`src/rtl/core/mts_pkg.sv`:
```
`default_nettype none
package mts_pkg;

  // Stack geometry
  localparam int STACK_DEPTH = 64;
  localparam int VALUE_W     = 16;
  localparam int ENTRY_W     = VALUE_W + 2;
  localparam int CNT_W       = $clog2(STACK_DEPTH + 1);
  localparam int ADDR_W      = $clog2(STACK_DEPTH);

  // Operation codes (code 3 behaves as a read)
  localparam logic [1:0] OP_PUSH = 2'd0;
  localparam logic [1:0] OP_POP  = 2'd1;
  localparam logic [1:0] OP_READ = 2'd2;

  // Status codes
  localparam logic [1:0] ST_OK    = 2'd0;
  localparam logic [1:0] ST_FULL  = 2'd1;
  localparam logic [1:0] ST_EMPTY = 2'd2;

  typedef struct packed {
    logic [1:0]                op;
    logic signed [VALUE_W-1:0] push_value;
  } request_t;

  typedef struct packed {
    logic [1:0]                status;
    logic signed [VALUE_W-1:0] top_value;
    logic signed [VALUE_W-1:0] min_value;
    logic [CNT_W-1:0]          occupancy;
  } result_t;

  // Controller to datapath commands
  typedef struct packed {
    logic load;
    logic exec;
    logic fetch;
    logic capture;
  } ctrl_cmd_t;

  // Datapath to controller status
  typedef struct packed {
    logic need_fetch;
  } dp_status_t;

endpackage
`default_nettype wire

```
`src/rtl/core/min_tracking_stack.sv`:
```
// Each transaction steps through EXEC and RESP, with FETCH between them for a pop that
// leaves entries behind (the new top is refetched through the RAM's registered read).
// done is registered from RESP; start is ignored while busy, taken again while done shows.
// The receiver cannot stall: each result is presented for exactly one cycle.
// Reset (rst, synchronous): stack empty, minimum zero, controller idle.
`default_nettype none
module min_tracking_stack (
  input  wire logic              clk,
  input  wire logic              rst,
  input  wire logic              start,
  output      logic              busy,
  input  wire mts_pkg::request_t request,
  output      logic              done,
  output      mts_pkg::result_t  result
);

  mts_pkg::ctrl_cmd_t  cmd;
  mts_pkg::dp_status_t dp_status;

  mts_ctrl u_ctrl (
    .clk      (clk),
    .rst      (rst),
    .start    (start),
    .dp_status(dp_status),
    .cmd      (cmd),
    .busy     (busy),
    .done     (done)
  );

  mts_datapath u_dp (
    .clk      (clk),
    .rst      (rst),
    .request  (request),
    .cmd      (cmd),
    .dp_status(dp_status),
    .result   (result)
  );

endmodule
`default_nettype wire

```
`src/rtl/core/mts_ram.sv`:
```
`default_nettype none
module mts_ram #(
  parameter int WIDTH = 8,
  parameter int DEPTH = 16
) (
  input  wire logic                     clk,
  input  wire logic                     we,
  input  wire logic [$clog2(DEPTH)-1:0] waddr,
  input  wire logic [WIDTH-1:0]         wdata,
  input  wire logic                     re,
  input  wire logic [$clog2(DEPTH)-1:0] raddr,
  output      logic [WIDTH-1:0]         rdata
);

  logic [WIDTH-1:0] mem [DEPTH];

  // One write port, one registered read port
  always_ff @(posedge clk) begin
    if (we) begin
      mem[waddr] <= wdata;
    end
    if (re) begin
      rdata <= mem[raddr];
    end
  end

endmodule
`default_nettype wire

```
`src/rtl/core/mts_ctrl.sv`:
```
`default_nettype none
module mts_ctrl (
  input  wire logic               clk,
  input  wire logic               rst,
  input  wire logic               start,
  input  wire mts_pkg::dp_status_t dp_status,
  output      mts_pkg::ctrl_cmd_t  cmd,
  output      logic               busy,
  output      logic               done
);

  typedef enum logic [3:0] {
    S_IDLE  = 4'b0001,
    S_EXEC  = 4'b0010,
    S_FETCH = 4'b0100,
    S_RESP  = 4'b1000
  } state_t;

  state_t state, state_next;

  // Next state
  always_comb begin
    state_next = state;
    unique case (state)
      S_IDLE:  if (start) state_next = S_EXEC;
      S_EXEC:  state_next = dp_status.need_fetch ? S_FETCH : S_RESP;
      S_FETCH: state_next = S_RESP;
      S_RESP:  state_next = S_IDLE;
      default: state_next = S_IDLE;
    endcase
  end

  always_ff @(posedge clk) begin
    if (rst) begin
      state <= S_IDLE;
      done  <= 1'b0;
    end else begin
      state <= state_next;
      done  <= (state == S_RESP);
    end
  end

  // Datapath commands
  assign busy        = (state != S_IDLE);
  assign cmd.load    = (state == S_IDLE) && start;
  assign cmd.exec    = (state == S_EXEC);
  assign cmd.fetch   = (state == S_FETCH);
  assign cmd.capture = (state == S_RESP);

endmodule
`default_nettype wire

```
`src/rtl/core/mts_datapath.sv`:
```
`default_nettype none
module mts_datapath (
  input  wire logic                clk,
  input  wire logic                rst,
  input  wire mts_pkg::request_t   request,
  input  wire mts_pkg::ctrl_cmd_t  cmd,
  output      mts_pkg::dp_status_t dp_status,
  output      mts_pkg::result_t    result
);

  localparam int VW = mts_pkg::VALUE_W;
  localparam int EW = mts_pkg::ENTRY_W;
  localparam int CW = mts_pkg::CNT_W;
  localparam int AW = mts_pkg::ADDR_W;

  mts_pkg::request_t     req;
  logic [CW-1:0]         fill;
  logic signed [VW-1:0]  cur_min;
  logic signed [EW-1:0]  top_entry;   // copy of the entry at fill-1
  logic [1:0]            status;

  logic                  is_push, is_pop, is_full, is_empty;
  logic signed [EW-1:0]  e_ext, m_ext, enc, restore;
  logic                  e_lt_m, y_lt_m, push_raw;
  logic                  ram_we, ram_re;
  logic [EW-1:0]         ram_wdata, ram_rdata;
  logic [CW-1:0]         rd_index;
  mts_pkg::result_t      report;

  // Decode and arithmetic on the latched transaction
  assign is_push  = (req.op == mts_pkg::OP_PUSH);
  assign is_pop   = (req.op == mts_pkg::OP_POP);
  assign is_full  = (fill == CW'(mts_pkg::STACK_DEPTH));
  assign is_empty = (fill == '0);

  assign e_ext    = {{2{req.push_value[VW-1]}}, req.push_value};
  assign m_ext    = {{2{cur_min[VW-1]}}, cur_min};
  assign enc      = (e_ext <<< 1) - m_ext;
  assign restore  = (m_ext <<< 1) - top_entry;
  assign e_lt_m   = (req.push_value < cur_min);
  assign y_lt_m   = (top_entry < m_ext);
  assign push_raw = is_empty || !e_lt_m;

  // Stack store: write on push, refetch new top after a pop
  assign ram_we    = cmd.exec && is_push && !is_full;
  assign ram_wdata = push_raw ? e_ext : enc;
  assign rd_index  = fill - CW'(2);
  assign ram_re    = cmd.exec && dp_status.need_fetch;

  assign dp_status.need_fetch = is_pop && (fill > CW'(1));

  mts_ram #(
    .WIDTH(EW),
    .DEPTH(mts_pkg::STACK_DEPTH)
  ) u_ram (
    .clk  (clk),
    .we   (ram_we),
    .waddr(fill[AW-1:0]),
    .wdata(ram_wdata),
    .re   (ram_re),
    .raddr(rd_index[AW-1:0]),
    .rdata(ram_rdata)
  );

  // Control state: occupancy and minimum
  always_ff @(posedge clk) begin
    if (rst) begin
      fill    <= '0;
      cur_min <= '0;
    end else if (cmd.exec) begin
      if (is_push) begin
        if (!is_full) begin
          fill <= fill + CW'(1);
          if (push_raw && !is_empty) begin
            cur_min <= cur_min;
          end else begin
            cur_min <= req.push_value;
          end
        end
      end else if (is_pop && !is_empty) begin
        fill <= fill - CW'(1);
        if (y_lt_m) begin
          cur_min <= restore[VW-1:0];
        end
      end
    end
  end

  // Payload registers
  always_ff @(posedge clk) begin
    if (cmd.load) begin
      req <= request;
    end
    if (cmd.exec) begin
      if (ram_we) begin
        top_entry <= ram_wdata;
      end
      if (is_push) begin
        status <= is_full ? mts_pkg::ST_FULL : mts_pkg::ST_OK;
      end else begin
        status <= is_empty ? mts_pkg::ST_EMPTY : mts_pkg::ST_OK;
      end
    end
    if (cmd.fetch) begin
      top_entry <= ram_rdata;
    end
    if (cmd.capture) begin
      result <= report;
    end
  end

  // Result assembly from the post-operation state
  always_comb begin
    report.status    = status;
    report.occupancy = fill;
    if (is_empty) begin
      report.top_value = '0;
      report.min_value = '0;
    end else begin
      report.top_value = y_lt_m ? cur_min : top_entry[VW-1:0];
      report.min_value = cur_min;
    end
  end

endmodule
`default_nettype wire

```
`config.mk`:
```
export PLATFORM = sky130hd
export DESIGN_NAME = min_tracking_stack
export DESIGN_NICKNAME = d
export VERILOG_FILES = /design/src/rtl/core/mts_pkg.sv /design/src/rtl/core/min_tracking_stack.sv /design/src/rtl/core/mts_ram.sv /design/src/rtl/core/mts_ctrl.sv /design/src/rtl/core/mts_datapath.sv
export SDC_FILE = /design/constraint.sdc
export NUM_CORES = 1
export LEC_CHECK = 0
export BUFFER_PORTS_ARGS = -buffer_cell sky130_fd_sc_hd__buf_2
export CAP_MARGIN = 20
export CORE_MARGIN = 5
export CORE_UTILIZATION = 30
export CTS_CLUSTER_DIAMETER = 80
export CTS_CLUSTER_SIZE = 16
export DETAILED_ROUTE_END_ITERATION = 16
export SLEW_MARGIN = 20
export SYNTH_ARGS = -nofsm -noshare
export SYNTH_HDL_FRONTEND = slang
export SYNTH_SLANG_ARGS = --single-unit
```
`constraint.sdc`:
```
create_clock -name clk -period 6.1 [get_ports clk]
set_input_delay 0.61 -clock clk [delete_from_list [all_inputs] [get_ports clk]]
set_output_delay 0.61 -clock clk [all_outputs]
set_load 0.01 [all_outputs]
```
==> Word level (Yosys, flattened, before mapping) <==
Memories as Yosys holds them, arrays and structs flattened. A register that Yosys moved wholly into a read port is not among the register bits.
Cells that the tools add are included.
{ "op_classes": {"shift": 0, "n_eq_ne": 10, "add_sub_neg": 5, "order_cmp": 3, "multipliers": 0, "mux": 21, "n_bitwise": 0, "reduce_logical": 20, "div_mod_pow": 0} }
{ "op_table": {"columns": ["operator", "n"], "rows": [
  ["16-bit two-way mux", 6],
  ["18-bit two-way mux", 4],
  ["7-bit two-way mux", 3],
  ["18-bit by 16-bit < comparator with 1-bit output", 1],
  ["17-bit by 16-bit subtractor with 18-bit output", 1],
  ["16-bit < comparator", 1],
  ["16-bit subtractor", 1],
  ["4-bit one-hot mux with 3 select lines", 1],
  ["4-bit two-way mux", 2],
  ["2-bit nonzero test", 4],
  ["7-bit by 1-bit adder with 7-bit output, second input constant", 1],
  ["7-bit equality test, second input constant", 1],
  ["7-bit by 1-bit greater-than comparator with 1-bit output, second input constant", 1],
  ["1-bit logical AND", 7],
  ["7-bit zero test", 1],
  ["7-bit by 1-bit subtractor with 7-bit output, second input constant", 1],
  ["2-bit inequality test, second input constant", 3],
  ["6-bit by 2-bit subtractor with 6-bit output, second input constant", 1],
  ["5-bit AND reduction", 1],
  ["4-bit by 1-bit equality test with 1-bit output, second input constant", 1],
  ["4-bit by 2-bit equality test with 1-bit output, second input constant", 1],
  ["4-bit by 3-bit equality test with 1-bit output, second input constant", 1],
  ["4-bit equality test, second input constant", 1],
  ["2-bit two-way mux", 2],
  ["8 further kinds", 12]
]} }
{ "word_totals": {"rom_bits": 0, "ram_bits": 1152, "regBits": 107, "latchBits": 0, "wordCells": 72, "n_memories": 1, "out_inout_bits": 43} }
{ "memory_table": {"columns": ["name", "words", "word_bits", "read_ports", "rd_ports_with_merged_regs", "write_ports", "line_no", "source"], "rows": [
  ["u_dp.u_ram.mem", 64, 18, 1, 1, 1, "mts_ram.sv:15", "logic [WIDTH-1:0] mem [DEPTH];"]
]} }

==> Logic depth before layout (Yosys ltp) <==
Gate-level depths: netlist (run 1).
{ "depth": {"word_depth": 7, "mapped_depth": 13, "mapped_depth_nobuf": 10} }

==> By module <==
A second synthesis (run 1) with hierarchy kept.
{ "hier_totals": {"cells_unflattened": 2622, "hier_area_um2": 51545.7} }
{ "by_module_without_submodules": {"columns": ["module", "cells_each", "n_inst", "area_per_inst_um2", "seq_area_each_um2"], "rows": [
  ["mts_ram", 1957, 1, 44801.7, 35133.7],
  ["mts_datapath", 643, 1, 6510.0, 2832.7],
  ["mts_ctrl", 22, 1, 234.0, 100.1]
]} }

==> Worst setup path before layout (run 1) <==
Ideal clock, no wire load.
{ "synth_path": {"path_type": "register -> register", "start": "register u_ctrl.state[0]", "end": "register, netlist name u_dp.result[0]", "setup_time_ps": 559, "stages_incl_launch_ff": 2, "slack_ps": 854, "path_buffers": 0, "arrival_ps": 4688, "cell_sequence": "dfxtp_1 -> nor4b_1"} }
{ "synth_lines": {"columns": ["element", "line_no", "source"], "rows": [
  ["from (decl)", "mts_ctrl.sv:19", "state_t state, state_next;"],
  ["from (signal assigned)", "mts_ctrl.sv:38", "state <= state_next;"]
]} }

==> Worst setup path after layout (run 1) <==
{ "layout_path": {"start": "register u_dp.fill[0]", "end": "memory u_dp.u_ram.mem[24][17] in the netlist's numbering (data pin)"} }
{ "layout_via": {"elab_chain_cells": 3} }
{ "layout_rtl": {"columns": ["element", "line_no", "source"], "rows": [
  ["from (decl)", "mts_datapath.sv:17", "logic [CW-1:0] fill;"],
  ["from (signal assigned)", "mts_datapath.sv:73", "fill <= fill + CW'(1);"],
  ["from (signal assigned)", "mts_datapath.sv:81", "fill <= fill - CW'(1);"],
  ["7-bit zero test", "mts_datapath.sv:34", "assign is_empty = (fill == '0);"],
  ["1-bit logical OR", "mts_datapath.sv:42", "assign push_raw = is_empty || !e_lt_m;"],
  ["18-bit two-way mux", "mts_datapath.sv:46", "assign ram_wdata = push_raw ? e_ext : enc;"],
  ["net u_dp.ram_wdata[17]", "mts_datapath.sv:26", "logic [EW-1:0] ram_wdata, ram_rdata;"],
  ["to (decl)", "mts_ram.sv:15", null]
]} }
The timed path passes the listed nets, and every way through them passes these cells.

==> results of run 1 <==
worst max-delay path: stages (launching register included):
cell	delay [ns]
dfxtp_4	0.79
inv_1	0.27
ha_1	0.29
nand3_1	0.15
nor2_2	0.04
buf_4	0.26
a2111oi_0	0.89
o2111ai_1	0.31
o221ai_4	0.30
buf_4	0.62
final cells by class:
type                       instances  area share, %
inverter                          41          0.268
antenna                            5         0.0218
timing repair buffer             127           1.45
clock buffer                     128           4.43
clock inverter                     8          0.181
multi-input combinational        982           22.6
sequential                      1277           66.2
tap                             2218           4.83
state kept, by name, indices dropped and copies added, names as in the netlist:
register / count
u_dp.u_ram.rdata: 18
u_dp.cur_min: 16
u_ctrl.state: 4
u_dp.req: 2
u_dp.status: 2
u_dp.result: 41
u_dp.u_ram.mem: 1152
u_dp.top_entry: 18
u_dp.e_ext: 16
u_dp.fill: 7
u_ctrl.done: 1
layout by cell type, fill, tap and decap left out, types with 41 or more instances in the layout:
master     netlist  layout
clkbuf_16        0      97
mux4_2         378     378
nand2_1         56      54
ha_1            70      69
edfxtp_1      1249    1249
inv_1           41      41
buf_2           38      63
a21oi_1         48      48
nor2_1         167     102
buf_4            2      61
through the flow:
step / hold slack (ns) / utilization [%] / cell area [um2]
CTS: 0.0588 / 33.9 / 57500
floorplan: 0.400 / - / 51200
detailed placement: 0.511 / 32.3 / 54800
global route: 0.0650 / 33.9 / 57500
finish: 0.113 / 33.9 / 57500
global placement: 0.506 / 32.3 / 54800
worst paths after layout:
path / endpoint / slack [ns] / cells after the start
setup / recovery: u_dp.u_ram.mem[24][17] / 1.77 / 9
hold / removal: u_dp.e_ext[1] / 0.11 / 1
setup reg to reg: u_dp.u_ram.mem[24][17] / 1.77 / 9
hold reg to reg: u_dp.cur_min[8] / 0.52 / 2
routing by layer:
metal | up-vias | global-route usage (%) | share of wire (%) | wire length, um
met3 | 165 | 2.02 | 6.9 | 8790
met5 | - | 0 | 0 | 0
li1 | 10200 | - | - | -
met1 | 13300 | 19.9 | 42 | 53600
met4 | 0 | 3.00 | 2.3 | 2950
met2 | 961 | 23.5 | 49 | 62700
cells by family (layout without fill, tap and decap cells):
group | Yosys count | count (layout) | synth area share [%]
buf+inv | 150 | 304 | 1.22
fa+ha+maj | 72 | 72 | 1.79
mux | 410 | 410 | 17.4
simple gates | 314 | 314 | 2.72
compound gates | 152 | 152 | 1.92
flops | 1277 | 1277 | 74.4
xor+xnor | 34 | 34 | 0.582
other cells | 0 | 5 | 0
power groups by stage:
stage	registers [mW]	clock network, mW	logic (mW)
floorplan	9.96	0	0.404
global placement	9.96	0	0.678
detailed placement	9.96	0	0.696
finish	9.77	5.83	0.694
CTS	9.77	5.95	0.697
global route	9.77	6.32	0.745
==> flow_metrics.env, run 1 <==
export IMPL_num_vias=24700
export IMPL_grt_pass1_vias=24700
export IMPL_rsz0062_at_grt="false"
export IMPL_wire_per_inst_um=26.8
export IMPL_drtPass1Iterations=5
export IMPL_switching_share_pct=21.1
export IMPL_synth_top_cell_by_area="edfxtp_1"
export IMPL_synth_edf_count=1249
export IMPL_start_kind="flip-flop"
export IMPL_wl_um=128000
export IMPL_setup_viol=0
export IMPL_grt_max_degree=133
export IMPL_combPwrFrac_pct=4.3
export IMPL_core_area_um2=169000
export IMPL_dieArea_um2=179000
export IMPL_power_internal_mw=12.9
export IMPL_instances_no_fill=4786
export IMPL_worst_slack_ns=1.77
export IMPL_cts_repair_resized=0
export IMPL_relSlewSlack_pct=26.8
export IMPL_status="finished, final reports clean"
export IMPL_port_buffers=63
export IMPL_vdd_ir_drop_max_mv=0.193
export IMPL_yosys_warnings=0
export IMPL_syn_nets=2502
export IMPL_n_fill_cell=15600
export IMPL_r2r_start="u_dp.fill[0]"
export IMPL_drt_iter0_drc=3166
export IMPL_synth_cell_types=62
export IMPL_worst_slew_pin_slew_ns=1.10
export IMPL_overflow=0
export IMPL_h_tree_depth=3
export IMPL_synth_most_common_cell="edfxtp_1"
export IMPL_seqPwrFrac_pct=60.0
export IMPL_p_total_mw=16.3
export IMPL_max_clock_freq_mhz=231
export IMPL_min_period_ns=4.33
export IMPL_synth_flop_cell="edfxtp_1"
export IMPL_core_rowCount=151
export IMPL_worstPathRequired_ns=6.48
export IMPL_crit_start="u_dp.fill[0]"
export IMPL_ys_seq_area_share_pct=74.4
export IMPL_drv_slew=0
export IMPL_cts_hold_buf=0
export IMPL_fin_skew_ns=0.0346
export IMPL_grt_antenna_before_repair=16
export IMPL_async_flop_share_pct=0
export IMPL_postCtsSetupBuffers=0
export IMPL_fp_dieH_um=423
export IMPL_synthCells=2409
export IMPL_cts_sinks=1277
export IMPL_hold_path_class="in -> reg"
export IMPL_numPlacedInstances=4645
export IMPL_cap_violations=0
export IMPL_p_leak_nw=17.0
export IMPL_clk_pin_slew_ns=0.07
export IMPL_ant_nets=0
export IMPL_period_share_pct=70.9
export IMPL_hold_violations=0
export IMPL_p_switching_mw=3.43
export IMPL_cts_root_buf="clkbuf_16"
export IMPL_cp_arrival_ns=4.71
export IMPL_yosys_top_cells_area="edfxtp_1 (73%), mux4_2 (17%), ha_1 (1.7%)"
export IMPL_multiInputGateArea_um2=13000
export IMPL_p_per_area_nw_per_um2=283
export IMPL_tns_ns=0
export IMPL_grt_usage_pct=14.1
export IMPL_seqCellArea_um2=38100
export IMPL_post_place_ws_ns=1.65
export IMPL_drive_gt1_share_pct=28.4
export IMPL_ys_ff_latch=1277
export IMPL_viasPerCell=5.16
export IMPL_num_io_pins=64
export IMPL_synth_common_cells="edfxtp_1 (1249), mux4_2 (378), nor2_1 (167), ha_1 (70), clkbuf_1 (60)"
export IMPL_clk_insertion_delay_late_ns=0.69
export IMPL_crit_fanout=47
export IMPL_synth_top_area_share_pct=73.3
export IMPL_die_w_um=423
export IMPL_hpwl_um=74200
export IMPL_grt_pass1_wl_um=184000
export IMPL_remaining_drc_errors=0
export IMPL_area_growth_pct=12.3
export IMPL_nNetsFinal=2614
export IMPL_pwr_share_clk_pct=35.8
export IMPL_start_util_pct=30.2
export IMPL_numCtsBuffers=92
export IMPL_worstHoldStart="request[1]"
export IMPL_path_class="reg -> reg"
export IMPL_avgSynthCellArea_um2=21.2
export IMPL_endpoint_kind="flip-flop"
export IMPL_cts_tree="built"
export IMPL_gp_congestion=0.798
export IMPL_synth_area_um2=51200
export IMPL_clock_path_buffers=3
No activity file was read; power rests on OpenSTA's default activity.
==> run 2, diff against run 1 <==
Settings changed: ABC_AREA set to 1.
Clock period 6.1 ns to 3.8 ns, I/O delays scaled along.
==> run 2 against run 1 <==
  * Power increased by 59%
  * Routed wire length grew 21%
  * Maximum frequency up 31%
  * Sequential power is 61% higher
  * Critical path depth is 4 higher
  * Final area grew 4.1%
  * Clock skew shrank 0.0065 ns
  * Via count is 44% higher
  * Critical path type unchanged
  * Global-route usage grew 1.9 points
  * Worst hold slack gained 0.32 ns
  * Setup slack got worse by 1.3 ns
==> flow_metrics.env, run 2 <==
export IMPL_status="finished, final reports clean"
export IMPL_start_kind="flip-flop"
export IMPL_p_switching_mw=5.58
export IMPL_ant_nets=0
export IMPL_fin_skew_ns=0.0282
export IMPL_post_place_ws_ns=0.315
export IMPL_grt_usage_pct=16.0
export IMPL_grt_max_degree=185
export IMPL_r2r_start="u_dp.e_ext[6]"
export IMPL_hold_violations=0
export IMPL_hpwl_um=86600
export IMPL_layout_commonest_cell="edfxtp_1"
export IMPL_wire_per_inst_um=22.8
export IMPL_grt_pass1_wl_um=225000
export IMPL_clk_insertion_delay_late_ns=0.71
export IMPL_worstPathRequired_ns=4.23
export IMPL_switching_share_pct=21.6
export IMPL_numCtsBuffers=90
export IMPL_drtPass1Iterations=8
export IMPL_avgSynthCellArea_um2=12.3
export IMPL_endpoint_kind="flip-flop"
export IMPL_vdd_ir_drop_max_mv=0.363
export IMPL_gp_congestion=0.901
export IMPL_viasPerCell=5.24
export IMPL_yosys_warnings=0
export IMPL_fp_dieH_um=432
export IMPL_die_w_um=432
export IMPL_syn_nets=4444
export IMPL_synth_most_common_cell="edfxtp_1"
export IMPL_rsz0062_at_grt="false"
export IMPL_min_period_ns=3.31
export IMPL_drt_iter0_drc=3996
export IMPL_cts_tree="built"
export IMPL_setup_viol=0
export IMPL_synth_cell_types=48
export IMPL_top_regs="u_dp.u_ram.mem (1152), u_dp.result (41)"
export IMPL_p_leak_nw=19.6
export IMPL_remaining_drc_errors=0
export IMPL_worstHoldStart="request[0]"
export IMPL_nNetsFinal=4503
export IMPL_start_util_pct=30.2
export IMPL_layout_common_cells="edfxtp_1 (1249), nor2_1 (776), o21ai_0 (701), nand2_1 (325), o22ai_1 (288)"
export IMPL_drv_slew=0
export IMPL_async_flop_share_pct=0
export IMPL_synthCells=4351
export IMPL_num_io_pins=64
export IMPL_synth_area_um2=53400
export IMPL_cap_violations=0
export IMPL_cts_root_buf="clkbuf_16"
export IMPL_num_vias=35500
export IMPL_hold_path_class="in -> reg"
export IMPL_grt_antenna_before_repair=2
export IMPL_grt_pass1_vias=33500
export IMPL_p_per_area_nw_per_um2=433
export IMPL_synth_common_cells="edfxtp_1 (1249), nor2_1 (817), o21ai_0 (701), nand2_1 (329), o22ai_1 (288)"
export IMPL_cp_arrival_ns=3.74
export IMPL_synth_flop_cell="edfxtp_1"
export IMPL_ys_ff_latch=1277
export IMPL_area_growth_pct=12.0
export IMPL_synth_top_cell_by_area="edfxtp_1"
export IMPL_cts_sinks=1277
export IMPL_worst_slack_ns=0.488
export IMPL_synth_edf_count=1249
export IMPL_clock_path_buffers=3
export IMPL_ys_seq_area_share_pct=71.3
export IMPL_overflow=0
export IMPL_max_clock_freq_mhz=302
export IMPL_combPwrFrac_pct=4.5
export IMPL_port_buffers=63
export IMPL_wl_um=155000
export IMPL_crit_fanout=48
export IMPL_core_area_um2=177000
export IMPL_core_rowCount=154
export IMPL_power_internal_mw=20.3
export IMPL_relSlewSlack_pct=29.7
export IMPL_seqPwrFrac_pct=60.5
export IMPL_path_class="reg -> reg"
export IMPL_worst_slew_pin_slew_ns=1.05
export IMPL_postCtsSetupBuffers=0
export IMPL_largest_register="u_dp.u_ram.mem"
export IMPL_synth_top_area_share_pct=70.2
export IMPL_largest_reg_flops=1152
export IMPL_tns_ns=0
export IMPL_period_share_pct=87.1
export IMPL_clk_pin_slew_ns=0.07
export IMPL_dieArea_um2=187000
export IMPL_crit_start="u_dp.e_ext[6]"
export IMPL_pwr_share_clk_pct=35.0
export IMPL_yosys_top_cells_area="edfxtp_1 (70%), o21ai_0 (6.6%), nor2_1 (5.7%)"
export IMPL_h_tree_depth=3
export IMPL_drive_gt1_share_pct=9.42
## run 2: changes by cell type after synthesis, moves of 28 or more
cell and delta:
or2_1 +28, clkbuf_1 +101, nor2_1 +650, nand2_1 +273, o211ai_1 +94, nand3_1 +73, mux4_2 -378, inv_1 +88
o21ai_0 +676, o22ai_1 +287
## run 2: logic make-up after synthesis
group	synth area share, %
AO/OA/AOI/OAI	12.9
XOR/XNOR	0.356
adder cells (fa/ha/maj)	1.71
buffers and inverters	3.47
flip-flops	71.3
multiplexers	0.0375
AND/OR/NAND/NOR	10.3
## run 2: metrics by stage
step	total power [mW]	instances	util [%]	hold slack (ns)	instance area [um2]
final	25.9	6790	33.9	0.435	59800
after detailed placement	17.1	6636	32.3	0.455	57100
after global placement	17.1	6636	32.3	0.458	57100
after floorplan	16.6	4351	-	0.400	53400
after CTS	26.0	6787	33.8	0.378	59800
after global routing	26.7	6788	33.9	0.417	59800
## run 2: power by group through the flow
stage / combinational, mW / sequential (mW) / clock, mW
final: 1.16 / 15.7 / 9.07
after global routing: 1.26 / 15.6 / 9.80
after CTS: 1.15 / 15.7 / 9.24
after detailed placement: 1.13 / 16.0 / 0
after global placement: 1.12 / 16.0 / 0
after floorplan: 0.613 / 16.0 / 0
## run 2: area by class of cell
cell class | instances | area, um2
Multi-Input combinational cell | 2661 | 13800
Inverter | 142 | 553
Sequential cell | 1277 | 38100
Clock inverter | 8 | 95.1
Antenna cell | 2 | 5.00
Tap cell | 2340 | 2930
Fill cell | 17100 | 117000
Timing Repair Buffer | 238 | 2030
Clock buffer | 122 | 2390
## run 2: repair_timing
item                      in CTS  in global routing
hold endpoints to repair      23                  0
hold buffers                  21                  0
gates resized for setup        0                  0
## run 2: per-layer routing
metal / vias up / global-route usage (%) / part of all wire [%]
li1: 16000 / - / -
met1: 17700 / 21.6 / 42
met2: 1556 / 25.4 / 46
met3: 280 / 3.31 / 8.3
met4: 0 / 6.15 / 4.2
met5: - / 0 / 0
## run 2: worst paths after layout
check                               end  slack, ns  cells past startpoint
setup / recovery  u_dp.u_ram.mem[1][17]       0.49                     13
hold / removal            u_dp.e_ext[0]       0.43                      2
hold reg to reg         u_dp.result[39]       0.48                      0
setup reg to reg  u_dp.u_ram.mem[1][17]       0.49                     13
## run 2: critical path, stage by stage (launching register included)
cell,delay [ns]
edfxtp_1,0.47
ha_1,0.40
nand2_2,0.13
inv_1,0.06
a21oi_1,0.20
nand2_1,0.10
nand2_1,0.08
nand3_2,0.10
nand2_4,0.09
nand2_4,0.08
nand2_8,0.22
nand2_1,0.23
o21ai_4,0.25
buf_4,0.54
